**src/sv/trw_pkg.sv**
```systemverilog
// ----------------------------------------------------------------------------
// trw_pkg
// Shared types and constants of the trace ring writer: request and response
// payloads, command and status codes, header field positions, and the
// command/status bundles between controller and datapath.
// ----------------------------------------------------------------------------
package trw_pkg;

   // ring size default (log2 of the word count)
   localparam int RING_WORDS_LOG2_DEFAULT = 12;

   // header layout
   localparam int LEN_SHIFT    = 54;
   localparam int USER_SHIFT   = 53;
   localparam int TYPE_SHIFT   = 49;
   localparam int ID_SHIFT     = 36;
   localparam int HDR_TS_WORDS = 2;
   localparam int LEN_WIDTH    = 10;

   // largest payload whose total length still fits the length field
   localparam logic [9:0] MAX_PAYLOAD = 10'd1021;

   // request command codes
   localparam logic [1:0] CMD_START   = 2'd0;
   localparam logic [1:0] CMD_PAYLOAD = 2'd1;
   localparam logic [1:0] CMD_READ    = 2'd2;

   // response status codes
   localparam logic [1:0] STATUS_OK      = 2'd0;
   localparam logic [1:0] STATUS_IGNORED = 2'd1;
   localparam logic [1:0] STATUS_SEQ_ERR = 2'd2;

   typedef struct packed {
      logic [1:0]  cmd;
      logic        user_event;
      logic [3:0]  event_type;
      logic [12:0] trace_id;
      logic [9:0]  payload_length;
      logic [63:0] stamp;
      logic [63:0] data_word;
      logic [11:0] read_index;
   } req_type;

   typedef struct packed {
      logic [1:0]  status;
      logic [63:0] head_position;
      logic [63:0] tail_position;
      logic [63:0] read_word;
   } rsp_type;

   // controller -> datapath
   typedef struct packed {
      logic       latch;       // capture the accepted request
      logic       plan;        // compute pad and space needed for a start
      logic       rd_head;     // ring read address follows the head
      logic       evict_step;  // retire the message at the head
      logic       wr_pad;      // write the padding header
      logic       wr_hdr;      // write the message header
      logic       wr_ts;       // write the timestamp and open the event
      logic       wr_payload;  // write one payload word
      logic       load_out;    // load the response register
      logic [1:0] status;      // status carried into the response
   } ctrl_cmd_type;

   // datapath -> controller
   typedef struct packed {
      logic [1:0] cmd;
      logic       capture_en;
      logic       event_open;
      logic       payload_open;
      logic       plen_bad;
      logic       pad_needed;
      logic       evict_more;
      logic       len_zero;
      logic       out_free;
   } dp_status_type;

endpackage

```
**src/sv/trw_ctrl.sv**
```systemverilog
// ----------------------------------------------------------------------------
// trw_ctrl
// Sequencer of the trace ring writer: decodes each request, walks old
// headers for eviction, steps the header writes and hands off the response.
// ----------------------------------------------------------------------------
module trw_ctrl (
   input  logic                   clock,
   input  logic                   reset,
   input  logic                   req_valid,
   output logic                   req_ready,
   input  trw_pkg::dp_status_type stat,
   output trw_pkg::ctrl_cmd_type  cmd
);

   typedef enum logic [7:0] {
      ST_IDLE      = 8'b00000001,
      ST_DECODE    = 8'b00000010,
      ST_EVICT_CHK = 8'b00000100,
      ST_EVICT_UPD = 8'b00001000,
      ST_WR_PAD    = 8'b00010000,
      ST_WR_HDR    = 8'b00100000,
      ST_WR_TS     = 8'b01000000,
      ST_FINISH    = 8'b10000000
   } state_type;

   state_type  state_ff, state_in;
   logic [1:0] status_ff, status_in;

   assign req_ready = state_ff == ST_IDLE;

   always_comb begin
      state_in   = state_ff;
      status_in  = status_ff;
      cmd        = '0;
      cmd.status = status_ff;
      unique case (state_ff)
         ST_IDLE: begin
            if (req_valid) begin
               cmd.latch = 1'b1;
               state_in  = ST_DECODE;
            end
         end
         ST_DECODE: begin
            state_in  = ST_FINISH;
            status_in = trw_pkg::STATUS_OK;
            unique case (stat.cmd)
               trw_pkg::CMD_START: begin
                  if (!stat.capture_en) begin
                     status_in = trw_pkg::STATUS_IGNORED;
                  end else if (stat.event_open || stat.plen_bad) begin
                     status_in = trw_pkg::STATUS_SEQ_ERR;
                  end else begin
                     cmd.plan = 1'b1;
                     state_in = ST_EVICT_CHK;
                  end
               end
               trw_pkg::CMD_PAYLOAD: begin
                  if (!stat.capture_en) begin
                     status_in = trw_pkg::STATUS_IGNORED;
                  end else if (!stat.payload_open) begin
                     status_in = trw_pkg::STATUS_SEQ_ERR;
                  end else begin
                     cmd.wr_payload = 1'b1;
                  end
               end
               trw_pkg::CMD_READ: begin
                  // read address follows the request, data lands for FINISH
               end
               default: begin
                  status_in = trw_pkg::STATUS_SEQ_ERR;
               end
            endcase
         end
         ST_EVICT_CHK: begin
            // head header read is issued here, examined next cycle
            cmd.rd_head = 1'b1;
            if (stat.evict_more) begin
               state_in = ST_EVICT_UPD;
            end else if (stat.pad_needed) begin
               state_in = ST_WR_PAD;
            end else begin
               state_in = ST_WR_HDR;
            end
         end
         ST_EVICT_UPD: begin
            cmd.evict_step = 1'b1;
            if (!stat.len_zero) begin
               state_in = ST_EVICT_CHK;
            end else if (stat.pad_needed) begin
               state_in = ST_WR_PAD;
            end else begin
               state_in = ST_WR_HDR;
            end
         end
         ST_WR_PAD: begin
            cmd.wr_pad = 1'b1;
            state_in   = ST_WR_HDR;
         end
         ST_WR_HDR: begin
            cmd.wr_hdr = 1'b1;
            state_in   = ST_WR_TS;
         end
         ST_WR_TS: begin
            cmd.wr_ts = 1'b1;
            state_in  = ST_FINISH;
         end
         ST_FINISH: begin
            if (stat.out_free) begin
               cmd.load_out = 1'b1;
               state_in     = ST_IDLE;
            end
         end
         default: begin
            state_in = ST_IDLE;
         end
      endcase
   end

   always_ff @(posedge clock) begin
      if (reset) begin
         state_ff  <= ST_IDLE;
         status_ff <= trw_pkg::STATUS_OK;
      end else begin
         state_ff  <= state_in;
         status_ff <= status_in;
      end
   end

endmodule

```
**config.mk**
```make
export PLATFORM = sky130hd
export DESIGN_NAME = trw_ctrl
export DESIGN_NICKNAME = d
export VERILOG_FILES = /design/src/sv/trw_pkg.sv /design/src/sv/trw_ctrl.sv
export SDC_FILE = /design/constraint.sdc
export NUM_CORES = 1
export LEC_CHECK = 0
export BUFFER_PORTS_ARGS = -buffer_cell sky130_fd_sc_hd__buf_2
export CELL_PAD_IN_SITES_DETAIL_PLACEMENT = 1
export CELL_PAD_IN_SITES_GLOBAL_PLACEMENT = 1
export CORE_MARGIN = 5
export CORE_UTILIZATION = 30
export CTS_CLUSTER_DIAMETER = 120
export CTS_CLUSTER_SIZE = 8
export DETAILED_ROUTE_END_ITERATION = 10
export PLACE_DENSITY = 0.75
export SYNTH_ARGS = -nofsm -noshare
export SYNTH_HDL_FRONTEND = slang
export SYNTH_SLANG_ARGS = --single-unit
export TNS_END_PERCENT = 20
```
**constraint.sdc**
```tcl
create_clock -name clock -period 1.66 [get_ports clock]
set_input_delay 0.249 -clock clock [delete_from_list [all_inputs] [get_ports clock]]
set_output_delay 0.249 -clock clock [all_outputs]
set_load 0.01 [all_outputs]
```
After elaboration in Yosys (flattened, before gate mapping)
Index checks and enable logic that the tools add are counted.
{"block": "op_classes", "n_eq_ne": 12, "mux": 31, "reduce_logical": 3}
{"op": "8-bit case mux with 8 select lines", "n": 1}
{"op": "8-bit 2-to-1 mux", "n": 7}
{"op": "1-bit 2-to-1 mux", "n": 17}
{"op": "8-bit by 1-bit == test with 1-bit output, second input constant", "n": 1}
{"op": "8-bit by 2-bit == test with 1-bit output, second input constant", "n": 1}
{"op": "8-bit by 3-bit == test with 1-bit output, second input constant", "n": 1}
{"op": "8-bit by 4-bit == test with 1-bit output, second input constant", "n": 1}
{"op": "8-bit by 5-bit == test with 1-bit output, second input constant", "n": 1}
{"op": "8-bit by 6-bit == test with 1-bit output, second input constant", "n": 1}
{"op": "8-bit by 7-bit == test with 1-bit output, second input constant", "n": 1}
{"op": "8-bit == test, second input constant", "n": 1}
{"op": "2-bit 2-to-1 mux", "n": 4}
{"op": "6-bit 2-to-1 mux", "n": 1}
{"op": "2-bit case mux with 3 select lines", "n": 1}
{"op": "2-bit != test, second input constant", "n": 2}
{"op": "2-bit by 1-bit == test with 1-bit output, second input constant", "n": 1}
{"op": "2-bit == test, second input constant", "n": 1}
{"op": "2-bit logical NOT", "n": 1}
{"op": "2-bit AND reduction", "n": 1}
{"op": "1-bit logical OR", "n": 1}
{"block": "totals", "regBits": 10, "in_bits": 13, "elab_cells": 48}

Longest topological paths before layout
{"block": "depth", "ltp_word": 5, "depth_mapped": 4}

Worst setup path after synthesis
Ideal clock, no wire load.
{"block": "synth_path", "path_type": "flip-flop to flip-flop", "startpoint": "register state_ff[6]", "endpoint": "register status_ff[0]", "setup_ns": 0.067, "arrival_ns": 1.350, "required_time_ns": 1.593, "setup_slack_ns": 0.243, "path_stages_with_launch": 5, "path_buffers": 0, "cell_sequence": "dfxtp_1 > nor4_4 > nand4b_4 > or3_1 > a21oi_2"}
{"block": "synth_via", "elab_chain_len": 1}
{"item": "start, declared", "line": "trw_ctrl.sv:26", "source": "state_type state_ff, state_in;"}
{"item": "start signal, assigned", "line": "trw_ctrl.sv:124", "source": "state_ff <= state_in;"}
{"item": "8-bit by 2-bit == test with 1-bit output", "line": "trw_ctrl.sv:36", "source": "unique case (state_ff)"}
{"item": "end signal, assigned", "line": "trw_ctrl.sv:122", "source": "status_ff <= trw_pkg::STATUS_OK;"}
{"item": "end signal, assigned", "line": "trw_ctrl.sv:125", "source": "status_ff <= status_in;"}
{"item": "end, declared", "line": "trw_ctrl.sv:27", "source": "logic [1:0] status_ff, status_in;"}
No other way between the ends.
A chain may end at the register's enable or synchronous reset.

==> impl_metrics.tcl <==
set metrics [dict create \
    rows 16 \
    detailedRoute.firstIterationViolations 7 \
    final.fill_count 266 \
    synth_nets 83 \
    share_clk_of_total_power 0.393 \
    synth-seq-cells 10 \
    layout-area-overhead-vs-synth_pct 43.5 \
    hp-class "input pin to flip-flop" \
    clock.fmax_mhz 582 \
    commonest_cells_after_routing_fill_and_taps_aside "sky130_fd_sc_hd__buf_2 (23), sky130_fd_sc_hd__nor2_1 (8), sky130_fd_sc_hd__dfxtp_1 (8)" \
    leakagePower_nw 0.410 \
    place.detailed.instances 123 \
    crit_path_cell_trace "nor4_4, buf_4, nand4b_4, nor2_2, buf_2" \
    crit_type "flip-flop to primary output" \
    vias 664 \
    netSwitchingFraction 0.272 \
    io-pin-count 25 \
    gpl.final_weighted_congestion 0.744 \
    fin_tns_setup_ps -171 \
    die_width_um 55.2 \
    post-route-drc-count 0 \
    final_core_util 0.448 \
    timing.slew.headroom 0.756 \
    synth.cell_area_um2 613 \
    timing.final.crit_period_ps 1720 \
    final_number_of_max_transition_violations 0 \
    cts_hold_repair.buffers 0 \
    yosysWarningCount 0 \
    max-cap-violations 0 \
    numCtsBuffers 3 \
    first_global_vias 669 \
    root_buffer "sky130_fd_sc_hd__clkbuf_4" \
    preCtsSetupSlack_ps 80.7 \
    finalNetCount 117 \
    power.sequential.fraction 0.432 \
    clock_path_buffers 2 \
    final_layout_size_suffix_gt1_frac 0.466 \
    slowest_delay_ps 370 \
    clock_sink_count 10 \
    grt_setup_unrepaired "true" \
    worst-endpoint-arrival_ps 1470 \
    detail_route.wl_per_cell_um 13.4 \
    final-setup-viol-count 4 \
    finalClockSkew_ps 3.17 \
    worst_path_max_delay_cell "sky130_fd_sc_hd__dfxtp_4" \
    cts.htree.levels 1 \
    report.final.hold_viol_count 0 \
    cp_max_fo 6 \
    layoutNonFillerInstCount 130 \
    grt_remaining_overflow 0 \
    worst_skew_pair.late_latency_ps 270 \
    place_area_um2 786 \
    result_of_the_run "finished with violations" \
    grt_max_degree 11 \
    ir_worst_vdd_v 0.000302 \
    route.detailed.vias_per_inst 5.11 \
    design_area_um2 880 \
    die_h_um 55.2 \
    synth_seq_area_share 0.327 \
    post_synth.cell_area_avg_um2 8.76 \
    grt_antenna_before_repair 0 \
    postRouteAntennaNets 0 \
    routed_wl_um 1750 \
    power.combinational.fraction 0.175 \
    worst_pin_slew_ps 361 \
    grt.total_usage 0.116 \
    final.setup.worst_slack_ps -57.8 \
    port_buffers 24 \
    cts.reportedPaths.clkPinSlew_ps 70 \
    effective_utilization_at_floorplan 0.312 \
    intPower_mw 0.427 \
    netlist.area_leader.share 0.327 \
    dp_hpwl_um 1330 \
    crit_required_ps 1410 \
    insertedDiodeCount 0 \
    dr.pass1.iters 3 \
    cts_tree "done" \
    crit_path_start_kind "flip-flop" \
    core_area_mm2 0.00196 \
    synth.distinct_cells 33 \
    power.switching_mw 0.160 \
    setup.worst_path.end_class "primary output" \
    failed_checks "negative setup slack" \
    die-area_mm2 0.00305 \
    synthTopCellsByArea "sky130_fd_sc_hd__dfxtp_1 (33%), sky130_fd_sc_hd__nor2_1 (7.3%), sky130_fd_sc_hd__nor2b_1 (5.1%)" \
    power.density_mw_per_mm2 667 \
    layout.cells.most_common "sky130_fd_sc_hd__buf_2" \
    synthesis.instances 70 \
    synthDominantAreaCellType "sky130_fd_sc_hd__dfxtp_1" \
    period_share 1.03 \
    setup.reg_to_reg.worst_slack_ps 160 \
    grt_first_pass_wirelength_um 2780 \
]
## logic make-up after synthesis
family	count (synthesis)	synth area share
AND/OR/NAND/NOR	44	0.488
AO/OA/AOI/OAI	13	0.159
buffers and inverters	2	0.0122
flip-flops	10	0.327
XOR/XNOR	1	0.0143
## layout make-up
| type | instances | area, um^2 | area share |
|---|---|---|---|
| well taps | 27 | 33.8 | 0.0384 |
| multi-input cells | 58 | 427 | 0.485 |
| inverters | 1 | 3.75 | 0.00427 |
| repair buffers | 30 | 171 | 0.195 |
| clock buffers | 4 | 36.3 | 0.0413 |
| flip-flops and latches | 10 | 208 | 0.236 |
## cells in the mapped netlist, drive strengths merged
cell type / number
a21oi: 3
a311oi: 1
and2: 3
and3: 1
and3b: 1
and4b: 2
clkbuf: 1
dfxtp: 10
inv: 1
nand2: 2
nand2b: 2
nand3: 2
nand3b: 1
nand4b: 2
nor2: 12
nor2b: 5
nor3: 1
nor3b: 3
nor4: 1
nor4b: 3
o2111ai: 2
o21ai: 3
o21ba: 1
o21bai: 1
o31a: 1
o32a: 1
or3: 2
or3b: 1
xnor2: 1
## state kept, by name (all words and copies together) (netlist names)
register and flops:
state_ff 8, status_ff 2
## routing by layer
layer,part of all wire,global-route usage,vias up
met3,0.040,0.0326,5
met2,0.47,0.193,17
met5,0,0,-
met4,0.027,0.0833,0
li1,-,-,326
met1,0.46,0.125,316
## per-stage QoR
step                hold WS, ps  power, mW
floorplan                   415      0.316
global placement            451      0.356
detailed placement          461      0.359
CTS                         242      0.591
global route                254      0.618
finish                      250      0.587
## power by group through the flow
stage	clock, mW	combinational, mW	sequential [mW]
floorplan	0	0.0560	0.260
global placement	0	0.0955	0.261
detailed placement	0	0.0975	0.261
CTS	0.236	0.0990	0.256
global route	0.250	0.114	0.254
finish	0.230	0.103	0.253
## final timing paths
| kind | start | end | depth (start not counted) |
|---|---|---|---|
| setup / recovery | state_ff[3] | cmd[3] | 5 |
| hold / removal | stat[3] | state_ff[4] | 2 |
| setup reg to reg | state_ff[3] | status_ff[0] | 5 |
| hold reg to reg | status_ff[0] | status_ff[0] | 2 |
## repair_timing
action,CTS,global route
gates resized for setup,2,9
endpoints found under the setup margin,7,10
pin swaps,0,4
setup buffers,0,3
gates cloned,0,0
## worst max-delay path: cells and delay by family, from the launching register on
kind	cells	cell delay (ps)
flops	1	370
buf+inv	2	310
simple gates	3	510
(Power assumes the default switching activity.)
